## src/design/fsub_pkg.sv

```systemverilog
package fsub_pkg;

    localparam int MAX_PATTERN = 16;
    localparam int OFFSET_BITS = 16;
    localparam int SEEN_BITS   = 17;
    localparam int LEN_BITS    = 5;
    localparam int PIDX_BITS   = $clog2(MAX_PATTERN);
    localparam int CFG_BITS    = 64;
    localparam int CIDX_BITS   = 2;

    localparam logic [CIDX_BITS-1:0] CFG_PATTERN_LOW    = 2'd0;
    localparam logic [CIDX_BITS-1:0] CFG_PATTERN_HIGH   = 2'd1;
    localparam logic [CIDX_BITS-1:0] CFG_PATTERN_LENGTH = 2'd2;

    localparam logic STATUS_FOUND     = 1'b0;
    localparam logic STATUS_NOT_FOUND = 1'b1;

    typedef struct packed {
        logic [7:0] text_byte;
        logic       has_byte;
        logic       last_item;
    } t_in_item;

    typedef struct packed {
        logic                   status;
        logic [OFFSET_BITS-1:0] match_offset;
    } t_out_item;

    typedef struct packed {
        logic shift;
        logic active;
    } t_cell_ctrl;

endpackage

```

## src/design/first_substring_match_top.sv

```systemverilog
// First substring match.
// Input channel (i_in_valid / o_in_ready / i_in): one item per text byte, or an
// end-only item with has_byte low; last_item marks the end of a text.
// Output channel (o_out_valid / i_out_ready / o_out): at most one item per text,
// found with the start offset of the first match, or not found at the end.
// Configuration channel (i_cfg_valid / o_cfg_ready / i_cfg_index / i_cfg_data):
// index 0 pattern bytes 0..7, 1 bytes 8..15, 2 pattern length; always ready.
// Throughput: one item per cycle while the skid entry is free. A row of 16
// byte cells shifts the text and compares every window position with the
// pattern in the accepting cycle; each result is registered before it is visible.
// Stall: results go to an output register backed by one skid entry; input is
// taken while the skid entry is free, so a stalled receiver holds at most two
// results before o_in_ready drops.
// Reset: pattern registers, byte count, found flag and both result slots clear.
// Bytes after a match are ignored until the text ends; the offset saturates
// at its maximum.
module first_substring_match_top (
    input  logic                                 i_clk,
    input  logic                                 i_rst_n,
    input  logic                                 i_in_valid,
    output logic                                 o_in_ready,
    input  fsub_pkg::t_in_item                   i_in,
    output logic                                 o_out_valid,
    input  logic                                 i_out_ready,
    output fsub_pkg::t_out_item                  o_out,
    input  logic                                 i_cfg_valid,
    output logic                                 o_cfg_ready,
    input  logic [fsub_pkg::CIDX_BITS-1:0]       i_cfg_index,
    input  logic [fsub_pkg::CFG_BITS-1:0]        i_cfg_data
);

    localparam int NP = fsub_pkg::MAX_PATTERN;
    localparam int SB = fsub_pkg::SEEN_BITS;
    localparam int LB = fsub_pkg::LEN_BITS;
    localparam int OB = fsub_pkg::OFFSET_BITS;
    localparam int PB = fsub_pkg::PIDX_BITS;

    logic [fsub_pkg::CFG_BITS-1:0] r_pat_low;
    logic [fsub_pkg::CFG_BITS-1:0] r_pat_high;
    logic [LB-1:0]                 r_pat_len;
    logic [SB-1:0]                 r_seen;
    logic                          r_found;
    logic [SB-1:0]                 n_seen;
    logic                          n_found;

    logic [2*fsub_pkg::CFG_BITS-1:0] pat_all;
    logic                  acc;
    logic                  shift;
    logic                  len_ok;
    logic [SB-1:0]         seen_inc;
    logic [SB-1:0]         diff;
    logic [NP-1:0]         hits;
    logic [7:0]            cell_in  [NP];
    logic [7:0]            cell_out [NP];
    logic                  match;
    logic                  push;
    logic                  can_push;
    fsub_pkg::t_out_item   push_item;

    assign o_cfg_ready = 1'b1;

    always_ff @(posedge i_clk) begin
        if (!i_rst_n) begin
            r_pat_low  <= '0;
            r_pat_high <= '0;
            r_pat_len  <= '0;
        end else if (i_cfg_valid) begin
            case (i_cfg_index)
                fsub_pkg::CFG_PATTERN_LOW:    r_pat_low  <= i_cfg_data;
                fsub_pkg::CFG_PATTERN_HIGH:   r_pat_high <= i_cfg_data;
                fsub_pkg::CFG_PATTERN_LENGTH: r_pat_len  <= i_cfg_data[LB-1:0];
                default: ;
            endcase
        end
    end

    assign pat_all    = {r_pat_high, r_pat_low};
    assign o_in_ready = can_push;
    assign acc        = i_in_valid && can_push;
    assign shift      = acc && i_in.has_byte && !r_found;
    assign len_ok     = (r_pat_len != '0) && ({1'b0, r_pat_len} <= (LB+1)'(NP));
    assign seen_inc   = (r_seen == {SB{1'b1}}) ? r_seen : r_seen + SB'(1);

    genvar gi;
    generate
        for (gi = 0; gi < NP; gi++) begin : g_cell
            fsub_pkg::t_cell_ctrl ctrl;
            logic [LB-1:0]        pidx_w;
            logic [7:0]           pbyte;

            assign pidx_w      = r_pat_len - LB'(1) - LB'(gi);
            assign pbyte       = pat_all[8*pidx_w[PB-1:0] +: 8];
            assign ctrl.shift  = shift;
            assign ctrl.active = (LB'(gi) < r_pat_len);

            if (gi == 0) begin : g_head
                assign cell_in[gi] = i_in.text_byte;
            end else begin : g_link
                assign cell_in[gi] = cell_out[gi-1];
            end

            fsub_cell u_cell (
                .i_clk      (i_clk),
                .i_ctrl     (ctrl),
                .i_byte     (cell_in[gi]),
                .i_pat_byte (pbyte),
                .o_byte     (cell_out[gi]),
                .o_hit      (hits[gi])
            );
        end
    endgenerate

    assign match = shift && len_ok && (seen_inc >= SB'(r_pat_len)) && (&hits);
    assign diff  = seen_inc - SB'(r_pat_len);

    always_comb begin
        push_item = '0;
        push      = 1'b0;
        if (match) begin
            push                   = 1'b1;
            push_item.status       = fsub_pkg::STATUS_FOUND;
            push_item.match_offset = (diff > SB'({OB{1'b1}})) ? {OB{1'b1}} : diff[OB-1:0];
        end else if (acc && i_in.last_item && !r_found) begin
            push             = 1'b1;
            push_item.status = fsub_pkg::STATUS_NOT_FOUND;
        end
    end

    always_comb begin
        n_seen  = r_seen;
        n_found = r_found;
        if (acc && i_in.last_item) begin
            n_seen  = '0;
            n_found = 1'b0;
        end else begin
            if (shift) begin
                n_seen = seen_inc;
            end
            if (match) begin
                n_found = 1'b1;
            end
        end
    end

    always_ff @(posedge i_clk) begin
        if (!i_rst_n) begin
            r_seen  <= '0;
            r_found <= 1'b0;
        end else begin
            r_seen  <= n_seen;
            r_found <= n_found;
        end
    end

    fsub_obuf u_obuf (
        .i_clk       (i_clk),
        .i_rst_n     (i_rst_n),
        .i_push      (push),
        .i_push_item (push_item),
        .o_can_push  (can_push),
        .o_valid     (o_out_valid),
        .i_ready     (i_out_ready),
        .o_item      (o_out)
    );

endmodule

```

## src/design/fsub_cell.sv

```systemverilog
module fsub_cell (
    input  logic                 i_clk,
    input  fsub_pkg::t_cell_ctrl i_ctrl,
    input  logic [7:0]           i_byte,
    input  logic [7:0]           i_pat_byte,
    output logic [7:0]           o_byte,
    output logic                 o_hit
);

    logic [7:0] r_byte;

    always_ff @(posedge i_clk) begin
        if (i_ctrl.shift) begin
            r_byte <= i_byte;
        end
    end

    // compare against the byte this cell holds after the shift
    assign o_hit  = !i_ctrl.active || (i_byte == i_pat_byte);
    assign o_byte = r_byte;

endmodule

```

## src/design/fsub_obuf.sv

```systemverilog
module fsub_obuf (
    input  logic                i_clk,
    input  logic                i_rst_n,
    input  logic                i_push,
    input  fsub_pkg::t_out_item i_push_item,
    output logic                o_can_push,
    output logic                o_valid,
    input  logic                i_ready,
    output fsub_pkg::t_out_item o_item
);

    logic                r_out_valid;
    logic                r_skid_valid;
    fsub_pkg::t_out_item r_out;
    fsub_pkg::t_out_item r_skid;
    logic                take;

    assign take = r_out_valid && i_ready;

    always_ff @(posedge i_clk) begin
        if (!i_rst_n) begin
            r_out_valid  <= 1'b0;
            r_skid_valid <= 1'b0;
        end else if (r_skid_valid) begin
            if (take) begin
                r_out        <= r_skid;
                r_skid_valid <= 1'b0;
            end
        end else if (i_push) begin
            if (!r_out_valid || take) begin
                r_out       <= i_push_item;
                r_out_valid <= 1'b1;
            end else begin
                r_skid       <= i_push_item;
                r_skid_valid <= 1'b1;
            end
        end else if (take) begin
            r_out_valid <= 1'b0;
        end
    end

    assign o_can_push = !r_skid_valid;
    assign o_valid    = r_out_valid;
    assign o_item     = r_out;

endmodule

```

## config.mk

```make
export PLATFORM = sky130hd
export DESIGN_NAME = first_substring_match_top
export DESIGN_NICKNAME = d
export VERILOG_FILES = /design/src/design/fsub_pkg.sv /design/src/design/first_substring_match_top.sv /design/src/design/fsub_cell.sv /design/src/design/fsub_obuf.sv
export SDC_FILE = /design/constraint.sdc
export NUM_CORES = 1
export LEC_CHECK = 0
export ABC_AREA = 1
export BUFFER_PORTS_ARGS = -buffer_cell sky130_fd_sc_hd__buf_2
export CAP_MARGIN = 20
export CELL_PAD_IN_SITES_DETAIL_PLACEMENT = 1
export CELL_PAD_IN_SITES_GLOBAL_PLACEMENT = 1
export CORE_MARGIN = 4
export CORE_UTILIZATION = 45
export CTS_CLUSTER_DIAMETER = 150
export DETAILED_ROUTE_END_ITERATION = 10
export PLACE_DENSITY_LB_ADDON = 0.1
export SLEW_MARGIN = 0
export SYNTH_ARGS = -nofsm -noshare
export SYNTH_HDL_FRONTEND = slang
export SYNTH_SLANG_ARGS = --single-unit
```

## constraint.sdc

```tcl
create_clock -name i_clk -period 7.6 [get_ports i_clk]
set_input_delay 0.76 -clock i_clk [delete_from_list [all_inputs] [get_ports i_clk]]
set_output_delay 0.76 -clock i_clk [all_outputs]
set_load 0.02 [all_outputs]
```

[Word-level counts from Yosys, hierarchy flattened]
Cells that the tools add are included.
Storage, ports and cells
  register bits: 307
  bits in latches: 0
  memory bits (writable): 0
  ROM bits: 0
  output and inout port bits: 20
  memories: 0
Operators by class
  add/sub/neg operators: 18
  multiply operators: 0
  divide/modulo/power cells: 0
  $lt $le $gt $ge: 19
  equal/unequal tests: 21
  shift-type cells: 16
  muxes and demuxes: 17
  bitwise operators: 3
  reductions and logical operators: 59
Operators with widths (number)
  $shiftx 128x8->8: 16
  $eq 8x8->1: 16
  $mux 17: 5
  $lt 4x5->1 const A: 8
  $mux 16: 2
  $sub 4x4->4 const B: 8
  $lt 3x5->1 const A: 4
  $logic_not 1->1: 19
  $add 17x1->17 const B: 1
  $eq 17x17->1 const B: 1
  $ge 17x5->1: 1
  $gt 17x16->1 const B: 1
  $logic_or 1x1->1: 17
  $sub 17x5->17: 1
  $reduce_and 16->1: 1
  $sub 4x3->4 const B: 4
  $logic_and 1x1->1: 10
  $lt 1x5->1 const A: 2
  $lt 2x5->1 const A: 2
  $mux 1: 10
  $reduce_and 4->1: 2
  $sub 4x1->4 const B: 2
  $sub 4x2->4 const B: 2
  $reduce_and 2->1: 3
  11 further kinds: 15

[Depth between registers and ports, before layout]
Gate-level depths: netlist of the first run.
  word-level depth: 11
  depth in mapped cells: 33
  mapped depth without buffers: 28

[Cells and area by module]
From an unflattened synthesis of the first run, not the netlist that was laid out.
Unflattened totals
  cell total of the unflattened synthesis: 2911
  area, all modules: 20001.7 um^2
By module, submodules not included
  first_substring_match_top: times used 1, cells an instance 2161, area each 12552.0 um^2
  fsub_cell: times used 16, cells an instance 40, area each 380.4 um^2
  fsub_obuf: times used 1, cells an instance 110, area each 1363.8 um^2

[Worst setup path before layout of the first run]
No wires, ideal clock.
  kind: input port to flip-flop
  start point: input i_in[1] (netlist bit)
  end point: register g_cell[0].u_cell.r_byte[0] (enable)
  library setup time: 0.531 ns
  data arrival time: 4.817 ns
  path slack: 2.252 ns
  cell stages on the path: 4
  path buffers: 2
  cells stage by stage: nand4_1 > inv_1 > clkbuf_1 > buf_1
Between the ends
  cells in the longest elaborated chain, start to end: 2
RTL lines
  start: declaration: line first_substring_match_top.sv:22  | input fsub_pkg::t_in_item i_in,
  $logic_and 1x1->1 (2 in a row): line first_substring_match_top.sv:80  | assign shift = acc && i_in.has_byte && !r_found;
  via shift: line first_substring_match_top.sv:48  | logic shift;
  end signal: assignment: line fsub_cell.sv:14  | r_byte <= i_byte;
  end: declaration: line fsub_cell.sv:10  | logic [7:0] r_byte;
The timed path passes the listed nets, and every way through them passes these cells.
A chain may end at the register's enable or synchronous reset.

[Worst setup path after layout of the first run]
  start point: register r_pat_len[1]
  end point: register u_obuf.r_out, in the netlist u_obuf.o_item[8] (enable)
Between the ends
  cells in the longest elaborated chain, start to end: 10
  elaborated cells between the ends (all ways): 107
  classes of those cells: add/sub (16); order compare (18); eq/ne (16); shift (16); mux (1); reduce/logical (40)
RTL lines
  start: declaration: line first_substring_match_top.sv:40  | logic [LB-1:0] r_pat_len;
  start signal: assignment: line first_substring_match_top.sv:71  | fsub_pkg::CFG_PATTERN_LENGTH: r_pat_len <= i_cfg_data[LB-1:0];
  $sub 4x1->4: line first_substring_match_top.sv:91  | assign pidx_w = r_pat_len - LB'(1) - LB'(gi);
  $sub 4x1->4 (tied with other cells): line first_substring_match_top.sv:91
  $shiftx 128x8->8: line first_substring_match_top.sv:92  | assign pbyte = pat_all[8*pidx_w[PB-1:0] +: 8];
  $eq 8x8->1: line fsub_cell.sv:19  | assign o_hit = !i_ctrl.active || (i_byte == i_pat_byte);
  $logic_or 1x1->1: line fsub_cell.sv:19
  $reduce_and 16->1: line first_substring_match_top.sv:113  | assign match = shift && len_ok && (seen_inc >= SB'(r_pat_len)) && (&hits);
  $logic_and 1x1->1 *: line first_substring_match_top.sv:113
  $mux 1 *: line first_substring_match_top.sv:119  | if (match) begin
  $reduce_bool 2->1 (no line) *
  $reduce_and 4->1 (no line) *
  end signal: assignment: line fsub_obuf.sv:26  | r_out <= r_skid;
  end signal: assignment: line fsub_obuf.sv:31  | r_out <= i_push_item;
  end: declaration: line fsub_obuf.sv:14  | fsub_pkg::t_out_item r_out;
Mark *: on every way between the ends. The rest lies on a longest branch, timed or not.

==> results of run 1 <==
stage by stage:
stage | cells | setup WS (ps) | utilization (%) | instance area (um^2) | power (mW)
final | 4114 | 1540 | 49.4 | 23600 | 5.79
after global routing | 4113 | 1160 | 49.4 | 23600 | 6.08
after CTS | 4113 | 1640 | 49.4 | 23600 | 5.76
after detailed placement | 4044 | 1680 | 46.7 | 22300 | 3.83
after global placement | 4044 | 1760 | 46.7 | 22300 | 3.77
after floorplan | 3477 | 2250 | - | 21700 | 3.19
worst max-delay path, cell delays in order, from the launching register on:
cell and delay [ps]:
dfxtp_1 500, inv_1 280, ha_2 760, inv_2 430, ha_1 950, inv_1 640, nand3_1 250, nand2_1 130
nand2_1 120, nand3b_1 80, nand2_1 70, nand2_1 80, nor2_1 90, nand2_1 100, nand2_1 110, nand2_1 80
nor2_1 110, nand2_1 50, nor2_1 100, nand2_1 180, nand3_1 130, nand2_1 80, nor2_1 110, buf_4 260
placed cells by master, fill, tap and decap left out, types with 6 or more instances in the layout:
cell type,count
edfxtp_1,154
o21ai_0,208
clkbuf_16,41
nand2_2,21
dfxtp_1,151
xor2_1,25
buf_4,23
ha_1,13
nand4_1,12
o21ai_2,9
nand2_1,1475
o211ai_1,9
buf_2,98
nand3b_1,39
nand2_4,6
or2_2,8
nor2_1,195
inv_1,265
o21ai_1,37
a21oi_1,110
clkbuf_1,10
nand3_1,507
nor2_2,11
clkinv_2,7
nor3_1,10
power breakdown:
| part | total [mW] | internal [mW] | leakage, nW | switching, mW |
|---|---|---|---|---|
| Clock | 1.94 | 1.14 | 0.628 | 0.797 |
| Sequential | 1.89 | 1.81 | 2.73 | 0.0772 |
| Combinational | 1.96 | 0.510 | 7.96 | 1.45 |
| Total | 5.79 | 3.47 | 11.3 | 2.33 |
flip-flops by register name, indices dropped and copies added (netlist names):
name and count:
g_cell.u_cell.o_byte 120, r_found 1, r_pat_high 64, r_pat_len 5, r_pat_low 64, r_seen 17
u_obuf.o_item 17, u_obuf.o_valid 1, u_obuf.r_skid 17, u_obuf.r_skid_valid 1
metal layers:
layer / track usage, % / wire length [um] / vias up
li1: - / - / 11194
met1: 43.8 / 39400 / 11679
met2: 63.0 / 46600 / 775
met3: 4.44 / 4730 / 281
met4: 28.0 / 9080 / 0
met5: 0 / 0 / -
cell type report:
class	instances	area, um^2
fill	6525	24100
multi-input combinational	2723	12100
sequential	307	7690
clock buffer	53	1090
inverter	276	1050
tap	615	769
timing repair buffer	123	703
clock inverter	16	193
antenna	1	2.50
kinds of logic after synthesis:
| group | after synthesis |
|---|---|
| AOI/OAI and AO/OA | 380 |
| xor gates and xnor gates | 30 |
| adders and majority gates | 15 |
| and+or+nand+nor | 2297 |
| other | 1 |
| DFF | 307 |
| buffers and inverters | 447 |
how the worst min path moves through the flow:
| stage | endpoint | slack (ps) | cells past startpoint |
|---|---|---|---|
| floorplan | r_pat_high[4]$_SDFFE_PN0P_ | 440 | 2 |
| global placement | r_pat_low[0]$_SDFFE_PN0P_ | 450 | 2 |
| detailed placement | g_cell[12].u_cell.o_byte[4]$_DFFE_PP_ | 460 | 0 |
| CTS | r_pat_low[35]$_SDFFE_PN0P_ | 410 | 3 |
| global route | r_pat_low[60]$_SDFFE_PN0P_ | 440 | 3 |
| finish | r_pat_low[44]$_SDFFE_PN0P_ | 420 | 3 |
==> flow_summary.ini, run 1 <==
[status]
status = complete, no violations

[clocking]
cts_made_buffers = 38
h-tree-depth = 2
cts_tree = done
cts_setup_buffers = 0
cts_sinks = 307
ctsResizeCount = 0
clockBufferDepth = 3
clk_pin_slew_ps = 60
cts_hold_repair.buffers = 0
ctsRootBufferMaster = clkbuf_16
insertion_delay_ps = 580

[drt]
via_per_inst = 5.82
drc = 0
routed_wl_um = 99800
drt_iter0_markers = 1945
num_vias = 23929
routedWlPerCell_um = 24.3
drtAntennaViolNets = 0
firstDrtPassIters = 5

[pwr]
leakagePower_nw = 11.3
ir_worst_vdd_mv = 0.184
p_per_area_nw_per_um2 = 245

[yosys]
synth-xor-area-share_pct = 1.21
synthCells = 3477
synth_fp_nets = 3573
synth_common_cells = nand2_1 (1,476), nand3_1 (507), inv_1 (267), o21ai_0 (208), nor2_1 (195)
synth_top_area_share_pct = 25.5
seq_area_frac_synth_pct = 35.4
async_reset_ff_share_pct = 0
synth_seq_cells = 307
synthTopCellsByArea = nand2_1 (25%), edfxtp_1 (21%), dfxtp_1 (14%), nand3_1 (12%), o21ai_0 (4.8%)
syn-cell-area_um2 = 21700
synth_simple_gate_area_share_pct = 44.4
synth_largest_area_cell = nand2_1
yosysWarnings = 0
synth_top_family_by_area = simple AND/OR/NAND/NOR gates
yosys.cell_count.top_type = nand2_1
synth_compound_area_share_pct = 9.10
synthAdderAreaFrac_pct = 0.898
synth_cell_type_count = 45
syn_area_per_cell_um2 = 6.25
muxShareOfSynthArea_pct = 0
ys.flop_type = edfxtp_1
synth-edff-count = 154

[global_route]
antenna_found_initial = 0
grt_pass1_wl_um = 148000
gr-usage-all-layers_pct = 37.4
grt_pass1_vias = 24183
grt_max_degree = 162
overflow = 0

[cells_and_area]
nets = 3565
syn_to_final_growth_pct = 8.61
drive_above_1_share_pct = 7.32

[setup_path]
crit_start = r_pat_len[1]$_SDFFE_PN0P_
r2r-end = u_obuf.o_item[8]$_DFFE_PP_
critPathMaxFanout = 36
startpoint_type = flip-flop
worstPathRequired_ps = 7850
worst_r2r_path_depth = 23
worstSetupPathType = flip-flop to flip-flop
r2r_slack_ps = 1540
crit_end = u_obuf.o_item[8]$_DFFE_PP_
arrival_ps = 6310
cp-end-kind = flip-flop
r2r_start = r_pat_len[1]$_SDFFE_PN0P_

[sta]
setup_viol = 0
holdWs_ps = 418
hold_viol = 0
rsz0062_at_grt = false
slew_headroom_pct = 25.7
finalSetupTns_ps = 0
layout_min_cycle_time_ps = 6060
layout_worst_path_cycle_share_pct = 79.8
maxSlewViolCount = 0
fmax_ghz = 0.165
worst_pin_slew_ps = 1100
skew_ps = 20.1

[hold_path]
hold_start = i_cfg_data[44]
hold_class = primary input to flip-flop

[die]
die_area_um2 = 51900
die_y_um = 228
start_util_pct = 45.5
coreArea_um2 = 47700
io_pins = 101
num_rows = 80
die_w_um = 228

[job]
drv_cap = 0

[placed_design]
port_buffers = 99
dp_hpwl_um = 77300
gp_congestion = 0.997
Note: power is estimated with default switching activity, not from simulation.
==> run 2, diff against run 1 <==
Settings changed: ABC_AREA 1 to 0.
Clock period 7.6 ns to 5.18 ns, I/O delays scaled along.
==> run 2 against run 1 <==
- sequential cell count stayed put
- sequential power is 45% higher
- first-iteration DRC count down 10%
- final cell count fell by 34%
- via count is 28% lower
- global-route usage fell by 6.7 points
- critical path depth shrank 7
- clock skew hardly changed
- critical endpoint is now u_obuf.o_item[13]$_DFFE_PP_
- largest cell class unchanged
==> flow_summary.ini, run 2 <==
[die]
coreArea_um2 = 45600
die_y_um = 223
start_util_pct = 45.7
num_rows = 78
io_pins = 101
die_area_um2 = 49800
die_w_um = 223

[cells_and_area]
final_area_um2 = 23500
layout_common_cells = nand2_1 (355), a21oi_1 (188), mux4_2 (165)
antennaDiodeCount = 0
nets = 2175
final_common_cell = nand2_1
largest_register_ffs = 120
num-fill-cells = 4931
drive_above_1_share_pct = 24.0
syn_to_final_growth_pct = 13.0

[pwr]
leakagePower_nw = 8.09
p_per_area_nw_per_um2 = 286
ir_worst_vdd_mv = 0.302

[placed_design]
placed_area_um2 = 22200
dp_hpwl_um = 60400
place_ws_ps = -12.1
gp_congestion = 1.02
port_buffers = 99

[setup_path]
startpoint_type = flip-flop
critical-path-top-delay-family = multiplexers
path_buf_inv = 5
worstPathRequired_ps = 5450
critPathMaxFanout = 45
arrival_ps = 5300
r2r_slack_ps = 150
worstSetupPathType = flip-flop to flip-flop
critPathMaxStageDelay_ps = 590
cp-end-kind = flip-flop
cpMostUsedCell = buf_12
cp_slowest_cell = mux2i_1
crit_chain = inv_4 > ha_4 > buf_12 > buf_6 > mux4_2 > mux2i_1 > and3_1 > nor3_1 > a211oi_1 > nand4_1 > o21ai_0 > or3b_2 > nand4b_1 > buf_4 > o31ai_4 > buf_12

[drt]
drc = 0
routed_wl_um = 78300
drtAntennaViolNets = 0
firstDrtPassIters = 6
routedWlPerCell_um = 28.9
drt_iter0_markers = 1741
via_per_inst = 6.40
num_vias = 17303

[global_route]
antenna_found_initial = 1
gr-usage-all-layers_pct = 30.7
grt_pass1_vias = 17132
overflow = 0
grt_pass1_wl_um = 115000
grt_max_degree = 142

[clocking]
clk_pin_slew_ps = 60
cts_tree = done
h-tree-depth = 2
cts_made_buffers = 36
clockBufferDepth = 3
ctsRootBufferMaster = clkbuf_16
insertion_delay_ps = 570
cts_sinks = 307

[yosys]
synth_fp_nets = 2103
synthCells = 2007
synth_seq_cells = 307
synth_common_cells = nand2_1 (356), a21oi_1 (188), mux4_2 (165), edfxtp_1 (154), dfxtp_1 (153)
seq_area_frac_synth_pct = 36.9
async_reset_ff_share_pct = 0
ys.flop_type = edfxtp_1
syn-cell-area_um2 = 20800
syn_area_per_cell_um2 = 10.4
yosys.cell_count.top_type = nand2_1
synth-edff-count = 154
synth_cell_type_count = 88
synth_top_area_share_pct = 22.2
synthTopCellsByArea = edfxtp_1 (22%), mux4_2 (18%), dfxtp_1 (15%), nand2_1 (6.4%), mux2i_1 (6.0%)
synth_largest_area_cell = edfxtp_1
yosysWarnings = 0

[hold_path]
hold_class = primary input to flip-flop

[job]
drv_cap = 0

[sta]
skew_ps = 19.8
worst_pin_slew_ps = 1190
slew_headroom_pct = 20.6
setup_viol = 0
maxSlewViolCount = 0
layout_min_cycle_time_ps = 5030
hold_viol = 0
layout_worst_path_cycle_share_pct = 97.1
fin_ws_ps = 150
fmax_ghz = 0.199

[status]
status = complete, no violations
run 2: metrics by stage:
step | util (%) | power (mW) | hold slack (ps) | std cells | TNS, ps
2_1_floorplan | - | 3.67 | 426 | 2007 | -37210
3_3_place_gp | 48.7 | 4.08 | 452 | 2636 | 0
3_5_place_dp | 48.8 | 4.12 | 457 | 2637 | -21.6
4_1_cts | 51.4 | 6.71 | 145 | 2700 | 0
5_1_grt | 51.7 | 6.95 | 153 | 2704 | -10.4
6_report | 51.7 | 6.72 | 157 | 2704 | 0
run 2: final timing paths:
kind / from / endpoint / depth (start not counted)
setup / recovery: r_pat_len[0]$_SDFFE_PN0P_ / u_obuf.o_item[13]$_DFFE_PP_ / 16
hold / removal: i_in[4] / g_cell[0].u_cell.o_byte[2]$_DFFE_PP_ / 1
setup reg to reg: r_pat_len[0]$_SDFFE_PN0P_ / u_obuf.o_item[13]$_DFFE_PP_ / 16
hold reg to reg: g_cell[3].u_cell.o_byte[6]$_DFFE_PP_ / g_cell[4].u_cell.o_byte[6]$_DFFE_PP_ / 0
run 2: logic make-up after synthesis:
logic type                 Yosys count  share of synthesized area, %
AOI/OAI and AO/OA                  352                          10.4
xor gates and xnor gates           159                          6.89
adders and majority gates           15                         0.937
buffers and inverters              171                          3.99
DFF                                307                          36.9
muxes                              317                          25.3
other                                1                        0.0180
and+or+nand+nor                    685                          15.6
run 2: cell type report:
| cell class | instances | area [um^2] | share of cell area, % |
|---|---|---|---|
| multi-input cells | 1529 | 12600 | 53.4 |
| flip-flops and latches | 307 | 7690 | 32.7 |
| repair buffers | 187 | 1290 | 5.47 |
| clock buffers | 46 | 977 | 4.15 |
| well taps | 600 | 751 | 3.19 |
| clock inverters | 17 | 195 | 0.829 |
| inverters | 18 | 77.6 | 0.329 |
run 2: worst reg2reg max path, delay by kind of cell, from the launching register on:
| kind | cells | cell delay (ps) |
|---|---|---|
| flip-flops | 1 | 380 |
| multiplexers | 2 | 1140 |
| adder cells (fa/ha/maj) | 1 | 290 |
| buffers and inverters | 5 | 1040 |
| AND/OR/NAND/NOR | 5 | 1140 |
| AO/OA/AOI/OAI | 3 | 730 |
run 2: per-layer routing:
metal / GRT usage (%) / up-vias / wire (um)
li1: - / 7640 / -
met5: 0 / - / 8
met1: 42.1 / 8915 / 32800
met3: 5.45 / 144 / 5460
met2: 48.7 / 602 / 36300
met4: 12.5 / 2 / 3660
run 2: power by group:
group	switching [mW]	leakage (nW)	internal (mW)	total, mW
Combinational	0.826	4.85	0.550	1.38
Sequential	0.101	2.67	2.64	2.74
Clock	1.07	0.569	1.54	2.61
run 2: timing repair:
action / in CTS / in global routing
endpoints found under the setup margin: 18 / 71
setup buffers: 0 / 4
resized for setup: 1 / 20
hold buffers: 0 / 0
pin swaps: 0 / 2
==> run 3, diff against run 2 <==
Settings changed: GPL_TIMING_DRIVEN set to 0, PLACE_DENSITY_LB_ADDON 0.1 to 0.25.
==> run 3 against run 2 <==
- the run now ends with setup timing left
- highest routed layer unchanged
- worst hold slack gained 17 ps
- non-clock buffer count grew 155
- combinational power grew 23%
- design area grew 8.7%
- sequential power is essentially flat
==> flow_summary.ini, run 3 (synthesis gave the netlist of run 2 again) <==
[status]
status = complete, but fails checks
violations = setup timing

[placed_design]
dp_hpwl_um = 71900
dp_cells = 2706
placed_area_um2 = 22300
port_buffers = 98
gp_congestion = 1.03

[die]
die_w_um = 223
start_util_pct = 45.7
die_area_um2 = 49800
coreArea_um2 = 45600
num_rows = 78
io_pins = 101
die_y_um = 223

[pwr]
totalPowerFinal_mw = 7.05
leakagePower_nw = 8.93
ir_worst_vdd_mv = 0.233
p_per_area_nw_per_um2 = 276

[clocking]
cts_tree = done
clockBufferDepth = 3
cts_sinks = 307
h-tree-depth = 2
cts_made_buffers = 37
ctsRootBufferMaster = clkbuf_16
cts_hold_repair.buffers = 0
clk_pin_slew_ps = 70
insertion_delay_ps = 570

[drt]
num_vias = 19542
routedWlPerCell_um = 34.4
routed_wl_um = 98400
drtAntennaViolNets = 0
drc = 0
drt_iter0_markers = 2543
via_per_inst = 6.82
firstDrtPassIters = 5

[sta]
layout_worst_path_cycle_share_pct = 113
holdWs_ps = 174
maxSlewViolCount = 0
finalSetupTns_ps = -39430
hold_viol = 0
slew_headroom_pct = 27.3
skew_ps = 24.8
fin_ws_ps = -678
rsz0062_at_grt = true
worst_pin_slew_ps = 1080
setup_viol = 71
fmax_ghz = 0.171
layout_min_cycle_time_ps = 5860

[cells_and_area]
final_area_um2 = 25600
largest_register_ffs = 120
seqCellArea_um2 = 7690
syn_to_final_growth_pct = 22.8
layout_common_cells = nand2_1 (353), a21oi_1 (186), mux4_2 (165)
final_cells = 2864
antennaDiodeCount = 0
nets = 2331
final_common_cell = nand2_1
multi_input_area_um2 = 13200
num-fill-cells = 4878
drive_above_1_share_pct = 28.6

[global_route]
grt_pass1_vias = 19190
grt_pass1_wl_um = 136000
grt_max_degree = 121
overflow = 0
antenna_found_initial = 2
gr-usage-all-layers_pct = 37.3

[setup_path]
path_buf_inv = 17
cpMostUsedCell = buf_12
critical-path-top-delay-family = buffers and inverters
worstPathRequired_ps = 5470
arrival_ps = 6150
cp_slowest_cell = or4b_1
worstSetupPathType = flip-flop to flip-flop
critPathMaxFanout = 5
startpoint_type = flip-flop
cp-end-kind = flip-flop
critPathMaxStageDelay_ps = 530

[hold_path]
hold_class = primary input to flip-flop

[job]
drv_cap = 0
-- run 3: cell count changes in the layout (fill, tap and decap cells not counted), moves of 6 or more --
cell	delta
o21ai_0	-10
o31ai_1	-18
buf_2	+18
buf_6	+30
o31ai_4	+18
buf_12	+12
buf_1	+12
nor4_1	-15
buf_16	+6
nor4_4	+19
clkbuf_1	+56
o21ai_1	+6
-- run 3: final timing paths --
path / start / to / slack [ps] / depth (start not counted)
worst max-delay path: r_pat_len[0]$_SDFFE_PN0P_ / u_obuf.r_skid[8]$_DFFE_PP_ / -680 / 30
worst min-delay path: i_in[5] / g_cell[0].u_cell.o_byte[3]$_DFFE_PP_ / 170 / 1
worst max register to register: r_pat_len[0]$_SDFFE_PN0P_ / u_obuf.r_skid[8]$_DFFE_PP_ / -680 / 30
worst min register to register: g_cell[2].u_cell.o_byte[5]$_DFFE_PP_ / g_cell[3].u_cell.o_byte[5]$_DFFE_PP_ / 460 / 0
-- run 3: repair_timing --
action / 4_1_cts / 5_1_grt
endpoints found under the setup margin: 71 / 71
pin swaps: 34 / 57
setup buffers: 59 / 35
gates cloned: 8 / 3
gates resized for setup: 162 / 102
-- run 3: cell type report --
class | instances | share of cell area, %
inverters | 18 | 0.357
well taps | 600 | 2.93
multi-input cells | 1529 | 51.7
clock inverters | 16 | 0.440
flip-flops and latches | 307 | 30.1
clock buffers | 52 | 4.20
repair buffers | 197 | 6.15
plain buffers | 145 | 4.12
-- run 3: per-layer routing --
layer	global-route usage (%)	share of wire, %	up-vias
li1	-	-	7981
met3	7.95	10	394
met1	47.3	36	9804
met2	59.3	45	1361
met4	21.3	8.6	2
met5	0	0.011	-
-- run 3: metrics by stage --
stage | util (%) | worst slack, ps
after detailed placement | 49.0 | -2860
final | 56.1 | -678
after CTS | 54.8 | -752
after global placement | 48.9 | -2650
after global routing | 56.1 | -734
after floorplan | - | -802
-- run 3: power breakdown --
part	total [mW]	switching [mW]	leakage [nW]	internal, mW
Clock	2.61	1.10	0.587	1.50
Combinational	1.70	1.03	5.66	0.661
Sequential	2.75	0.113	2.67	2.64
Total	7.05	2.25	8.93	4.80
